==> src/cnq_pkg.sv <==
package cnq_pkg;

    localparam int PERSON_W  = 6;
    localparam int COUNT_W   = 7;
    localparam int OUTCOME_W = 2;
    localparam int PERSON_SPAN = 1 << PERSON_W;

    // register indexes
    localparam int REG_PEOPLE_COUNT = 0;
    localparam logic [COUNT_W-1:0] PEOPLE_COUNT_RESET = 7'd64;

    // item kinds carried on s_tuser
    localparam logic FUNC_LOAD  = 1'b0;
    localparam logic FUNC_QUERY = 1'b1;

    // result codes
    localparam logic [OUTCOME_W-1:0] OUT_DIRECT = 2'd0;
    localparam logic [OUTCOME_W-1:0] OUT_VIA    = 2'd1;
    localparam logic [OUTCOME_W-1:0] OUT_NONE   = 2'd2;

    typedef enum logic [2:0] {
        ST_IDLE,
        ST_LOAD_A,
        ST_LOAD_B,
        ST_QUERY_B,
        ST_QUERY_EVAL
    } state_t;

    typedef enum logic {
        RD_IN_A,
        RD_B
    } rd_sel_t;

    typedef enum logic {
        WR_ROW_A,
        WR_ROW_B
    } wr_sel_t;

    typedef struct packed {
        logic    take;
        logic    rd_en;
        rd_sel_t rd_sel;
        logic    wr_en;
        wr_sel_t wr_sel;
        logic    cap_row_a;
        logic    load_out;
    } cmd_t;

    typedef struct packed {
        logic pair_ok;
        logic same_person;
        logic out_free;
    } sts_t;

endpackage

==> src/cnq_ctrl.sv <==
module cnq_ctrl
    import cnq_pkg::*;
(
    input  logic clk,
    input  logic rst_n,
    input  logic s_tvalid,
    input  logic s_tuser,
    output logic s_tready,
    input  sts_t sts,
    output cmd_t cmd
);

    state_t state_reg;
    state_t state_next;

    always_ff @(posedge clk or negedge rst_n)
    begin
        if (!rst_n)
        begin
            state_reg <= ST_IDLE;
        end
        else
        begin
            state_reg <= state_next;
        end
    end

    always_comb
    begin
        state_next = state_reg;
        cmd        = '0;
        s_tready   = 1'b0;
        case (state_reg)
            ST_IDLE:
            begin
                s_tready   = 1'b1;
                cmd.take   = s_tvalid;
                cmd.rd_en  = s_tvalid;
                cmd.rd_sel = RD_IN_A;
                if (s_tvalid)
                begin
                    state_next = (s_tuser == FUNC_QUERY) ? ST_QUERY_B : ST_LOAD_A;
                end
            end
            ST_LOAD_A:
            begin
                // if in range, write row a and fetch row b unless it is the same row
                cmd.wr_en  = sts.pair_ok;
                cmd.wr_sel = WR_ROW_A;
                cmd.rd_en  = sts.pair_ok && !sts.same_person;
                cmd.rd_sel = RD_B;
                state_next = (sts.pair_ok && !sts.same_person) ? ST_LOAD_B : ST_IDLE;
            end
            ST_LOAD_B:
            begin
                cmd.wr_en  = 1'b1;
                cmd.wr_sel = WR_ROW_B;
                state_next = ST_IDLE;
            end
            ST_QUERY_B:
            begin
                cmd.cap_row_a = 1'b1;
                cmd.rd_en     = 1'b1;
                cmd.rd_sel    = RD_B;
                state_next    = ST_QUERY_EVAL;
            end
            ST_QUERY_EVAL:
            begin
                // hold until the output register can take the word
                if (sts.out_free)
                begin
                    cmd.load_out = 1'b1;
                    state_next   = ST_IDLE;
                end
            end
            default:
            begin
                state_next = ST_IDLE;
            end
        endcase
    end

endmodule

==> config.mk <==
export PLATFORM = sky130hd
export DESIGN_NAME = cnq_ctrl
export DESIGN_NICKNAME = d
export VERILOG_FILES = /design/src/cnq_pkg.sv /design/src/cnq_ctrl.sv
export SDC_FILE = /design/constraint.sdc
export NUM_CORES = 1
export LEC_CHECK = 0
export BUFFER_PORTS_ARGS = -buffer_cell sky130_fd_sc_hd__buf_2
export CAP_MARGIN = 5
export CORE_AREA = 2 2 39 41
export DETAILED_ROUTE_END_ITERATION = 8
export DIE_AREA = 0 0 41 43
export GPL_TIMING_DRIVEN = 0
export REMOVE_ABC_BUFFERS = 1
export SKIP_LAST_GASP = 1
export SLEW_MARGIN = 20
export SYNTH_ARGS = -nofsm -noshare
export SYNTH_HDL_FRONTEND = slang
export SYNTH_SLANG_ARGS = --single-unit
==> constraint.sdc <==
create_clock -name clk -period 2.3 [get_ports clk]
set_input_delay 0.115 -clock clk [delete_from_list [all_inputs] [get_ports clk]]
set_output_delay 0.115 -clock clk [all_outputs]
set_load 0.01 [all_outputs]
==> flow_summary_export.csv <==
group,metric,value,unit
power,powerDensity,792,nW/µm²
timing,skew,0.000682,ns
global_routing,grt_overflow,0,
die,fp.dieW,41,µm
synthesis,syn_inst,22,
layout,fin_nets,49,
synthesis,synthSimpleGateAreaFrac,50.9,%
worst_setup_path,start_kind,"flip-flop",
power,p_leak,0.172,nW
worst_setup_path,crit_family,"simple AND/OR/NAND/NOR gates",
drt,drtIter0Drc,5,
worst_setup_path,cp.buffers_inverters,1,
timing,tns,0,ns
synthesis,synth_compound_area_share,12.3,%
placement,place_congestion,0.639,
worst_setup_path,worstSetupEndpointType,"primary output",
clocking,cts_resized,0,
worst_setup_path,criticalPathCategory,"flip-flop to primary output",
timing,hold_violations,0,
die,start_util,14.7,%
clocking,htreeDepth,1,
layout,n_fill_cell,160,
global_routing,grt_max_degree,8,
drt,wl_per_cell,9.07,µm
worst_setup_path,path_cells,"nor3_2, and2_4, nand2b_1, buf_2",
layout,antenna_cells,0,
clocking,hold_buffers,1,
synthesis,yosysWarnings,0,
die,core,1380,µm²
clocking,root_buffer,"clkbuf_4",
drt,ant_nets,0,
die,die_h,43,µm
synthesis,synth_area,204,µm²
clocking,numCtsBuffers,3,
hold_path,holdCritPathClass,"input pin to flip-flop",
layout,final_cells,57,
synthesis,synth_xor_area_share,0,%
worst_setup_path,critPathRequiredTime,2.18,ns
placement,dpl_cell_area,294,µm²
placement,place_inst,52,
worst_setup_path,cp_max_fo,7,
synthesis,ys_seq_elements,3,
global_routing,grt_pass1_vias,221,
layout,utilization,23.9,%
die,die-area,1760,µm²
power,max-vdd-ir-drop,0.000275,V
drt,first_pass_iters,2,
clocking,clock_latency,0.24,ns
timing,drv_slew,0,
run,max_cap_violations,0,
timing,fin_crit,1.42,ns
synthesis,muxShareOfSynthArea,0,%
worst_setup_path,cp.arrival,1.31,ns
clocking,cts_setup_buffers,0,
synthesis,synth_fa_ha_area_share,0,%
layout,fin_area,330,µm²
timing,post-route-period-util,61.9,%
clocking,ctsLongestPathBuffers,2,
clocking,path_clk_slew,0.04,ns
synthesis,synth_top_family_by_area,"simple AND/OR/NAND/NOR gates",
layout,area_growth,62.0,%
layout,drive_gt1_share,53.7,%
placement,hpwlAfterDp,387,µm
worst_setup_path,critPathSlowestCell,"dfrtp_1",
drt,vias,227,
layout,seqCellArea,75.1,µm²
synthesis,ys_seq_area_share,36.8,%
layout,multi_input_area,129,µm²
timing,fmax,702,MHz
clocking,cts_sinks,3,
timing,setup_violations,0,
layout,largest_register_ff_count,3,
timing,rsz0062_at_grt,"no",
worst_setup_path,cp_slowest_stage_delay,0.44,ns
die,rows,14,
placement,dp_worst_setup_slack,1.13,ns
placement,io_buffers,14,
timing,max_slew.worst_pin.slew,0.276,ns
global_routing,grt_pass1_wl,903,µm
drt,route.detailed.drc,0,
clocking,cts_tree,"done",
drt,routed_via_density,3.98,
status,status,"finished clean",
die,io_pins,15,
drt,wl,517,µm
synthesis,synth.distinct_cells,15,
synthesis,syn_area_per_cell,9.27,µm²
timing,slew_headroom,81.6,%
global_routing,antenna_found_initial,0,
timing,setup_ws,0.875,ns
global_routing,grt_usage,9.05,%
[metrics by stage]
step / hold WS [ns] / power [mW]
6_report: 0.0636 / 0.262
5_1_grt: 0.0864 / 0.285
4_1_cts: 0.0630 / 0.268
3_5_place_dp: -0.0882 / 0.165
3_3_place_gp: -0.0884 / 0.164
2_1_floorplan: -0.181 / 0.128
[power by group]
group          internal (mW)  switching, mW
Combinational         0.0480         0.0398
Sequential            0.0606         0.0150
Clock                 0.0653         0.0327
Total                  0.174         0.0875
[cells by family after synthesis]
kind of cell	count (synthesis)
AO/OA/AOI/OAI	4
flip-flops	3
AND/OR/NAND/NOR	15
[synth_stat cells]
cell,number,area share [%]
dfrtp_1,3,37
and2_4,2,8.6
nand2_1,2,3.7
nand2b_1,2,6.1
nand3b_1,2,7.4
nor2_1,2,3.7
a211oi_1,1,3.7
a21oi_1,1,2.5
and2_2,1,3.7
and3_1,1,3.1
nor2b_1,1,3.1
nor2b_4,1,6.7
nor3_2,1,4.9
o21ai_0,1,2.5
o21bai_1,1,3.7
[path summary, 6_finish.rpt]
| path | slack [ns] | start | to | cells after the start |
|---|---|---|---|---|
| min reg2reg | 0.57 | state_reg[1]$_DFFE_PN0P_ | state_reg[1]$_DFFE_PN0P_ | 1 |
| min in group asynchronous | 0.20 | rst_n | state_reg[2]$_DFFE_PN0P_ | 2 |
| min | 0.06 | sts[0] | state_reg[2]$_DFFE_PN0P_ | 2 |
| max in group asynchronous | 2.00 | rst_n | state_reg[1]$_DFFE_PN0P_ | 2 |
| max | 0.88 | state_reg[1]$_DFFE_PN0P_ | cmd[5] | 4 |
| max reg2reg | 1.29 | state_reg[0]$_DFFE_PN0P_ | state_reg[2]$_DFFE_PN0P_ | 3 |
[metal layers]
| metal | part of all wire [%] | track usage [%] | vias up |
|---|---|---|---|
| li1 | - | - | 115 |
| met4 | 3.7 | 8.00 | 0 |
| met1 | 44 | 9.71 | 93 |
| met3 | 13 | 9.42 | 2 |
| met2 | 39 | 9.38 | 17 |
| met5 | 0 | 0 | - |
[final cells by class]
cell class,instances,area share [%]
clock buffers,4,7.95
multi-input cells,19,39.0
flip-flops and latches,3,22.7
well taps,16,6.06
repair buffers,15,24.2
[placed cells by master (no fill, tap or decap)]
cell and instances:
o21bai_1 1, nor2_1 2, nor2b_4 1, dfrtp_1 3
dlygate4sd3_1 1, buf_2 14, nand3b_1 2, o21ai_0 1
nand2_1 2, nor3_2 1, nand2b_1 2, clkbuf_4 3
nor2b_1 1, and2_2 1, clkbuf_1 1, a21oi_1 1
and2_4 2, and3_1 1, a211oi_1 1
[worst register-to-register path: stages, from the launching register on]
cell and delay [ns]:
dfrtp_1 0.43, nor2b_4 0.16, and2_4 0.16, o21bai_1 0.14
Note: power is estimated with default switching activity, not from simulation.
